$ cat config.mk
export PLATFORM = sky130hd
export DESIGN_NAME = crc8_framed_command_parser_top
export DESIGN_NICKNAME = d
export VERILOG_FILES = /design/src/cfp_pkg.sv /design/src/cfp_ctrl.sv /design/src/cfp_datapath.sv /design/src/crc8_framed_command_parser_top.sv
export SDC_FILE = /design/constraint.sdc
export NUM_CORES = 1
export LEC_CHECK = 0
export ABC_AREA = 0
export BUFFER_PORTS_ARGS = -buffer_cell sky130_fd_sc_hd__buf_2
export CAP_MARGIN = 20
export CORE_MARGIN = 2
export CORE_UTILIZATION = 50
export DETAILED_ROUTE_END_ITERATION = 10
export PLACE_DENSITY = 0.68
export SLEW_MARGIN = 40
export SYNTH_ARGS = -nofsm -noshare
export SYNTH_HDL_FRONTEND = slang
export SYNTH_SLANG_ARGS = --single-unit
$ cat constraint.sdc
create_clock -name clk -period 5.9 [get_ports clk]
set_clock_uncertainty 0.1 [all_clocks]
set_input_delay 1.18 -clock clk [delete_from_list [all_inputs] [get_ports clk]]
set_output_delay 1.18 -clock clk [all_outputs]
set_load 0.03 [all_outputs]
$ cat src/cfp_pkg.sv
// cfp_pkg: shared types, constants and the crc-8 update function of the
// framed command parser; no dependencies, imported by every module in src
`default_nettype none

package cfp_pkg;

  // payload store depth, its index and length widths, and the config index width
  localparam int MAX_PAYLOAD = 32;
  localparam int IDX_W       = 5;
  localparam int LEN_W       = 6;
  localparam int CFG_IDX_W   = 2;

  // configuration register indexes
  localparam logic [CFG_IDX_W-1:0] REG_HEADER_BYTE = 2'd0;
  localparam logic [CFG_IDX_W-1:0] REG_CRC_POLY    = 2'd1;
  localparam logic [CFG_IDX_W-1:0] REG_CRC_INIT    = 2'd2;

  // reset values of the configuration registers
  localparam logic [7:0] HEADER_BYTE_RST = 8'hAA;
  localparam logic [7:0] CRC_POLY_RST    = 8'h07;
  localparam logic [7:0] CRC_INIT_RST    = 8'h00;

  localparam logic [7:0] MAX_PAYLOAD_B = 8'(MAX_PAYLOAD);

  // controller -> datapath
  typedef struct packed {
    logic ld_header;
    logic ld_command;
    logic ld_length;
    logic ld_data;
    logic rd_issue;
    logic out_load;
  } cfp_cmd_t;

  // datapath -> controller
  typedef struct packed {
    logic hdr_match;
    logic len_big;
    logic len_in_zero;
    logic len_zero;
    logic data_last;
    logic crc_ok;
    logic rd_last;
    logic out_free;
  } cfp_status_t;

  // msb-first, unreflected, no final xor
  function automatic logic [7:0] crc8_feed(input logic [7:0] acc,
                                           input logic [7:0] data,
                                           input logic [7:0] poly);
    logic [7:0] c;
    c = acc ^ data;
    for (int k = 0; k < 8; k++) begin
      if (c[7]) begin
        c = {c[6:0], 1'b0} ^ poly;
      end else begin
        c = {c[6:0], 1'b0};
      end
    end
    return c;
  endfunction

endpackage

`default_nettype wire

$ cat src/cfp_ctrl.sv
// cfp_ctrl: frame parsing and readout state machine of the parser
// depends on cfp_pkg for the command and status structs
`default_nettype none

module cfp_ctrl (
  input  wire logic                clk,
  input  wire logic                rst_n,
  input  wire logic                in_valid,
  output logic                     in_ready,
  input  wire cfp_pkg::cfp_status_t sts,
  output cfp_pkg::cfp_cmd_t        cmd
);
  import cfp_pkg::*;

  localparam logic [2:0] ST_HEADER  = 3'd0;
  localparam logic [2:0] ST_COMMAND = 3'd1;
  localparam logic [2:0] ST_LENGTH  = 3'd2;
  localparam logic [2:0] ST_DATA    = 3'd3;
  localparam logic [2:0] ST_CRC     = 3'd4;
  localparam logic [2:0] ST_RD_ISS  = 3'd5;
  localparam logic [2:0] ST_RD_LOAD = 3'd6;

  logic [2:0] state_r;
  logic [2:0] state_nxt;
  logic       take;

  assign in_ready = (state_r != ST_RD_ISS) && (state_r != ST_RD_LOAD);
  assign take     = in_valid && in_ready;

  always_comb begin
    state_nxt = state_r;
    cmd       = '0;
    case (state_r)
      ST_COMMAND: begin
        if (take) begin
          cmd.ld_command = 1'b1;
          state_nxt      = ST_LENGTH;
        end
      end
      ST_LENGTH: begin
        if (take) begin
          if (sts.len_big) begin
            state_nxt = ST_HEADER;
          end else begin
            cmd.ld_length = 1'b1;
            state_nxt     = sts.len_in_zero ? ST_CRC : ST_DATA;
          end
        end
      end
      ST_DATA: begin
        if (take) begin
          cmd.ld_data = 1'b1;
          if (sts.data_last) begin
            state_nxt = ST_CRC;
          end
        end
      end
      ST_CRC: begin
        if (take) begin
          state_nxt = ST_HEADER;
          if (sts.crc_ok) begin
            // empty frame needs no store read
            state_nxt = sts.len_zero ? ST_RD_LOAD : ST_RD_ISS;
          end
        end
      end
      ST_RD_ISS: begin
        cmd.rd_issue = 1'b1;
        state_nxt    = ST_RD_LOAD;
      end
      ST_RD_LOAD: begin
        if (sts.out_free) begin
          cmd.out_load = 1'b1;
          state_nxt    = sts.rd_last ? ST_HEADER : ST_RD_ISS;
        end
      end
      default: begin
        // hunting for the header byte
        if (take) begin
          state_nxt = ST_HEADER;
          if (sts.hdr_match) begin
            cmd.ld_header = 1'b1;
            state_nxt     = ST_COMMAND;
          end
        end
      end
    endcase
  end

  always_ff @(posedge clk) begin
    if (!rst_n) begin
      state_r <= ST_HEADER;
    end else begin
      state_r <= state_nxt;
    end
  end

endmodule

`default_nettype wire

$ cat src/cfp_datapath.sv
// cfp_datapath: configuration registers, crc accumulator, frame fields,
// payload store and result register; depends on cfp_pkg
`default_nettype none

module cfp_datapath (
  input  wire logic                                 clk,
  input  wire logic                                 rst_n,
  input  wire logic                                 cfg_valid,
  output logic                                      cfg_ready,
  input  wire logic [cfp_pkg::CFG_IDX_W-1:0]        cfg_index,
  input  wire logic [7:0]                           cfg_data,
  input  wire logic [7:0]                           in_rx_byte,
  output logic                                      out_valid,
  input  wire logic                                 out_ready,
  output logic [7:0]                                out_command_code,
  output logic [cfp_pkg::LEN_W-1:0]                 out_payload_length,
  output logic                                      out_has_payload,
  output logic [7:0]                                out_payload_byte,
  output logic [cfp_pkg::IDX_W-1:0]                 out_payload_index,
  output logic                                      out_last,
  input  wire cfp_pkg::cfp_cmd_t                    cmd,
  output cfp_pkg::cfp_status_t                      sts
);
  import cfp_pkg::*;

  logic [7:0]       header_r;
  logic [7:0]       poly_r;
  logic [7:0]       init_r;
  logic [7:0]       crc_r;
  logic [7:0]       command_r;
  logic [LEN_W-1:0] length_r;
  logic [LEN_W-1:0] count_r;
  logic [IDX_W-1:0] rd_idx_r;
  logic [7:0]       rd_data_r;
  logic [7:0]       store_r [MAX_PAYLOAD];
  logic             out_valid_r;
  logic [7:0]       crc_step;
  logic             length_zero;

  assign cfg_ready = 1'b1;

  always_ff @(posedge clk) begin
    if (!rst_n) begin
      header_r <= HEADER_BYTE_RST;
      poly_r   <= CRC_POLY_RST;
      init_r   <= CRC_INIT_RST;
    end else if (cfg_valid) begin
      case (cfg_index)
        REG_HEADER_BYTE: header_r <= cfg_data;
        REG_CRC_POLY:    poly_r   <= cfg_data;
        REG_CRC_INIT:    init_r   <= cfg_data;
        default: ;
      endcase
    end
  end

  // header starts from the init value, later bytes from the running crc
  assign crc_step = crc8_feed(cmd.ld_header ? init_r : crc_r, in_rx_byte, poly_r);

  assign length_zero = (length_r == '0);

  assign sts.hdr_match   = (in_rx_byte == header_r);
  assign sts.len_big     = (in_rx_byte > MAX_PAYLOAD_B);
  assign sts.len_in_zero = (in_rx_byte == 8'd0);
  assign sts.len_zero    = length_zero;
  assign sts.data_last   = ((count_r + LEN_W'(1)) >= length_r);
  assign sts.crc_ok      = (crc_r == in_rx_byte);
  assign sts.rd_last     = length_zero || ({1'b0, rd_idx_r} + LEN_W'(1) == length_r);
  assign sts.out_free    = !out_valid_r || out_ready;

  always_ff @(posedge clk) begin
    if (cmd.ld_header || cmd.ld_command || cmd.ld_length || cmd.ld_data) begin
      crc_r <= crc_step;
    end
    if (cmd.ld_command) begin
      command_r <= in_rx_byte;
    end
    if (cmd.ld_length) begin
      length_r <= in_rx_byte[LEN_W-1:0];
      count_r  <= '0;
      rd_idx_r <= '0;
    end
    if (cmd.ld_data) begin
      count_r <= count_r + LEN_W'(1);
    end
    if (cmd.out_load) begin
      rd_idx_r <= rd_idx_r + IDX_W'(1);
    end
  end

  // payload store, one write and one registered read port
  always_ff @(posedge clk) begin
    if (cmd.ld_data) begin
      store_r[count_r[IDX_W-1:0]] <= in_rx_byte;
    end
    if (cmd.rd_issue) begin
      rd_data_r <= store_r[rd_idx_r];
    end
  end

  always_ff @(posedge clk) begin
    if (!rst_n) begin
      out_valid_r <= 1'b0;
    end else if (cmd.out_load) begin
      out_valid_r <= 1'b1;
    end else if (out_ready) begin
      out_valid_r <= 1'b0;
    end
  end

  always_ff @(posedge clk) begin
    if (cmd.out_load) begin
      out_command_code   <= command_r;
      out_payload_length <= length_r;
      out_has_payload    <= !length_zero;
      out_payload_byte   <= length_zero ? 8'd0 : rd_data_r;
      out_payload_index  <= length_zero ? '0 : rd_idx_r;
      out_last           <= sts.rd_last;
    end
  end

  assign out_valid = out_valid_r;

endmodule

`default_nettype wire

$ cat src/crc8_framed_command_parser_top.sv
// crc8_framed_command_parser_top: top level of the framed command parser
// joins cfp_ctrl and cfp_datapath; depends on cfp_pkg
//
// usage: received bytes enter on in_rx_byte with in_valid/in_ready, one byte
// per request. frames are header, command, length, payload, crc-8. after a
// frame whose crc byte matches, the block drives one result per payload byte
// (one result for an empty frame) on the out_ channel, out_last on the final
// one. bad crc or an oversized length drops the frame with no result.
// in_ready is high in every parsing state. after the crc byte, in_ready
// is low during readout: each payload result takes a store read, then a load
// of the result register; an empty frame's result takes only the load.
// a stalled receiver holds the result register and readout waits; parsing
// resumes after the last result loads.
// configuration writes (cfg_index 0 header, 1 polynomial, 2 init value) are
// always ready; index 3 is ignored.
// reset (rst_n low, synchronous) restores header 0xaa, polynomial 0x07,
// init 0x00, empties the result register and hunts for the header.
`default_nettype none

module crc8_framed_command_parser_top (
  input  wire logic                          clk,
  input  wire logic                          rst_n,
  input  wire logic                          cfg_valid,
  output logic                               cfg_ready,
  input  wire logic [cfp_pkg::CFG_IDX_W-1:0] cfg_index,
  input  wire logic [7:0]                    cfg_data,
  input  wire logic                          in_valid,
  output logic                               in_ready,
  input  wire logic [7:0]                    in_rx_byte,
  output logic                               out_valid,
  input  wire logic                          out_ready,
  output logic [7:0]                         out_command_code,
  output logic [cfp_pkg::LEN_W-1:0]          out_payload_length,
  output logic                               out_has_payload,
  output logic [7:0]                         out_payload_byte,
  output logic [cfp_pkg::IDX_W-1:0]          out_payload_index,
  output logic                               out_last
);
  import cfp_pkg::*;

  cfp_cmd_t    cmd;
  cfp_status_t sts;

  cfp_ctrl u_ctrl (
    .clk      (clk),
    .rst_n    (rst_n),
    .in_valid (in_valid),
    .in_ready (in_ready),
    .sts      (sts),
    .cmd      (cmd)
  );

  cfp_datapath u_datapath (
    .clk                (clk),
    .rst_n              (rst_n),
    .cfg_valid          (cfg_valid),
    .cfg_ready          (cfg_ready),
    .cfg_index          (cfg_index),
    .cfg_data           (cfg_data),
    .in_rx_byte         (in_rx_byte),
    .out_valid          (out_valid),
    .out_ready          (out_ready),
    .out_command_code   (out_command_code),
    .out_payload_length (out_payload_length),
    .out_has_payload    (out_has_payload),
    .out_payload_byte   (out_payload_byte),
    .out_payload_index  (out_payload_index),
    .out_last           (out_last),
    .cmd                (cmd),
    .sts                (sts)
  );

endmodule

`default_nettype wire

==> results <==
- The total area inside the core boundary comes to 31600 µm².
- The data arrival time of the critical path is 5580 ps.
- The post-placement cell count is 1465.
- Summed over all cells, the static leakage comes to 6.11 nW.
- The smallest clock period supported by the final layout is computed as 5420 ps.
- The nature of the critical path endpoint is a register.
- The number of different library cells used by synthesis comes to 85.
- The critical path's slowest cell is sky130_fd_sc_hd__a32oi_1.
- The number of synthesis warnings is 0.
- The number of stages on the worst hold path is 0.
- The synthesized area is 16100 µm².
- The half-perimeter wire length of the detailed placement result is 22.9 mm.
- The number of failing hold endpoints at the final stage is 0.
- The clock root buffer is sky130_fd_sc_hd__clkbuf_16.
- At the later pin of the worst-skew pair, clock insertion delay measures 520 ps.
- The path type of the worst setup path is primary input to register.
- The flip-flop and latch count after synthesis is 354.
- The number of antenna violations at the first check in global routing is 0.
- Setup repair after global routing left no endpoint under its margin.
- The number of fill cells in the layout is 2487.
- The routability congestion estimate from global placement is 0.866.
- The relative max-transition margin is 0.436.
- The share of post-route cells with drive strength above 1 is 0.238.
- TritonCTS built the clock tree.
- Setup violations remaining at the end of the flow were counted as 0.
- Summed over all layers, the routed wires come to 35.1 mm.
- The share of synthesized area in the top cell type comes to 0.610.
- The register area share after synthesis is 0.645.
- Summed over all layers, the global routing overflow is 0.
- The class of the most critical hold timing path is register to register.
- The dominant cell type by count on the critical path is sky130_fd_sc_hd__xnor2_1.
- The violation count after the first detailed-routing iteration is 819.
- The tool flagged a number of max-cap violations equal to 0.
- Using the TritonRoute via totals, the vias-per-cell ratio works out to 5.97.
- The wire length of the first global-routing pass is 54.8 mm.
- The tightest hold margin is 318 ps.
- The largest driver fanout on the critical path is 10.
- The maximum number of buffers from clock root to sink is 3.
- The number of global-route vias before repair came to 9053.
- The number of nets in the synthesized netlist is 1062.
- The library cell used most frequently in the layout, excluding fill and tap cells, is sky130_fd_sc_hd__edfxtp_1.
- The post-route core utilization is 0.572.
- Across all setup checks in the final design, the least slack found is 476 ps.
- The number of inserted diodes is 0.
- The die footprint is 33600 µm².
- The post-layout instance count excluding filler cells is 1529.
- The critical path goes through buf_2, xnor2_1, and4_2, a32oi_1, nor3_1, o211a_1, a211oi_4, xor2_2, mux2_1, o211ai_2, nor3_1, buf_4, xnor2_1, nand2_1, xnor2_1, xnor3_1.
- For this run, asynchronously set or reset flops after synthesis account for 0.
- At the pin with the least slew margin, the transition time is 843 ps.
- The die extent in x is 183 µm.
- Compared with the post-synthesis result, the final layout area differs by 12.4%.
- OpenSTA, run right after detailed placement, puts the worst setup slack at 10.7 ps.
- The number of detailed-routing iterations run before antenna repair is 5.
- Each instance of the synthesized netlist takes up on average 15.6 µm².
- Adding up every negative setup slack in the final design gives 0 ps.
- After clock tree synthesis, the repair step resized 0 gates.
- Once layout is done, the placed cells without fillers occupy 18000 µm².
- The number of buffers added for setup after CTS is 0.
- The data required time at the worst endpoint is 6050 ps.
- The H-tree was split into 2 levels.
- The peak supply drop is 0.000248 V.
- The number of buffers added to fix hold violations after cts is 0.
- Clock-pin slew was measured on the worst setup and hold paths at 60 ps.
- Buffers inserted during clock tree synthesis total 37.
- The top-level port count is 55.
- The layout net count is 1136.
- Row generation in the floorplan step produced 65 rows.
- The largest stage delay on the critical path is 590 ps.
- The dominant cell type by area after synthesis is sky130_fd_sc_hd__edfxtp_1.
- The residual antenna-violating net count after detailed routing is 0.
- The run finished with clean final reports.
- The fmax is 184 MHz.
- Clock tree synthesis found a total of 354 sinks.
- The initial utilization of the core area, before any placement, comes to 0.509.
- The logic depth of the worst register-to-register path is 15.
- Of the available clock period, the critical path in the final layout requires 0.919.
- The cell area after placement is 16900 µm².
- Entering global routing, the biggest net connects 74 pins.
- The number of pins with negative max-slew slack in the final report is 0.
- In the global route stage, overall resource usage came out at 0.217.
- Yosys attributes the largest share of cell area to sky130_fd_sc_hd__edfxtp_1, sky130_fd_sc_hd__mux4_2, sky130_fd_sc_hd__dfxtp_1.
- The average routed wire per standard cell is 23.0 µm.
- The total number of vias is 9131.
- The count of mapped cells out of synthesis is 1028.
- The number of input and output port buffers inserted is 53.
- The chip height is 183 µm.
- The synthesized design contains 326 enable-type register cells.
- The number of remaining DRC errors is 0.
- The library cells used most frequently in the layout, excluding fill and tap cells, are sky130_fd_sc_hd__edfxtp_1, sky130_fd_sc_hd__mux4_2, sky130_fd_sc_hd__nand2_1.
- The most used flip-flop cell after synthesis is sky130_fd_sc_hd__edfxtp_1.
- The power per cell area is 315 nW/µm².
- The category of the worst setup path launch point is a primary input.
- Overall power consumption after layout is estimated at 5.69 mW.
-- flip-flops by register name, summed over array words and instances (netlist names), 6 cells and up --
signal	flops
u_datapath.command_r	8
u_datapath.count_r	6
u_datapath.crc_r	8
u_datapath.header_r	8
u_datapath.init_r	8
u_datapath.length_r	6
u_datapath.out_command_code	8
u_datapath.out_payload_byte	8
u_datapath.out_payload_length	6
u_datapath.poly_r	8
u_datapath.rd_data_r	8
u_datapath.store_r	256
-- per-layer routing --
metal  wire (µm)  GRT usage  up-vias
met2       16400      0.342      327
met4        1130     0.0710        0
li1            -          -     4151
met5           0          0        -
met3        1940     0.0308       76
met1       15700      0.315     4577
-- cells by family (layout without fill, tap and decap cells) --
kind of cell	Yosys count	count (layout)	synth area share
adder cells (fa/ha/maj)	11	11	0.00857
flip-flops	354	354	0.645
AO/OA/AOI/OAI	107	107	0.0523
multiplexers	124	124	0.136
XOR/XNOR	70	70	0.0463
AND/OR/NAND/NOR	287	287	0.0918
buffers and inverters	74	173	0.0204
other	1	1	0.000234
-- path summary, 6_finish.rpt --
path	startpoint	end	slack, ps
hold / removal	u_datapath.command_r[3]	u_datapath.out_command_code[3]	320
setup reg to reg	u_ctrl.state_r[1]	u_datapath.crc_r[4]	840
setup / recovery	in_rx_byte[3]	u_datapath.crc_r[4]	480
hold reg to reg	u_datapath.command_r[3]	u_datapath.out_command_code[3]	320
-- Yosys cell counts, drive strengths merged, types with 3 or more instances --
cell	n
and3	4
inv	16
xnor3	4
o221ai	5
nor3	23
nor2	79
and2	24
edfxtp	326
or2	3
and4	4
mux2i	40
a22o	3
nand3b	7
o211a	5
or3	4
a2111oi	3
xnor2	46
nor2b	9
o21a	3
a21o	4
a311oi	3
dfxtp	28
mux4	74
nor3b	7
nor4	5
o2111ai	4
xor2	20
a21oi	12
nand2	73
o22ai	6
ha	11
o41ai	4
a2111o	3
o31ai	4
nand2b	12
o21ai	26
buf	28
nand4	9
clkbuf	29
a32oi	4
nand3	18
o211ai	4
mux2	10
a221oi	3
-- worst max-delay path, delay by kind of cell --
| kind | cells | cell delay [ps] |
|---|---|---|
| xor+xnor | 5 | 1500 |
| simple gates | 4 | 690 |
| compound gates | 4 | 1380 |
| buf+inv | 2 | 410 |
| mux | 1 | 390 |
-- cell type report --
class / instances / area, µm² / area share
Sequential cell: 354 / 10300 / 0.573
Multi-Input combinational cell: 600 / 5400 / 0.299
Clock buffer: 42 / 945 / 0.0523
Timing Repair Buffer: 92 / 574 / 0.0318
Tap cell: 402 / 503 / 0.0279
Clock inverter: 22 / 218 / 0.0121
Inverter: 17 / 63.8 / 0.00354
-- where the power goes --
part	total [mW]	internal, mW	switching [mW]
Clock	2.27	1.33	0.940
Combinational	0.609	0.269	0.340
Sequential	2.81	2.78	0.0308
Total	5.69	4.38	1.31
No activity file was read; power rests on OpenSTA's default activity.
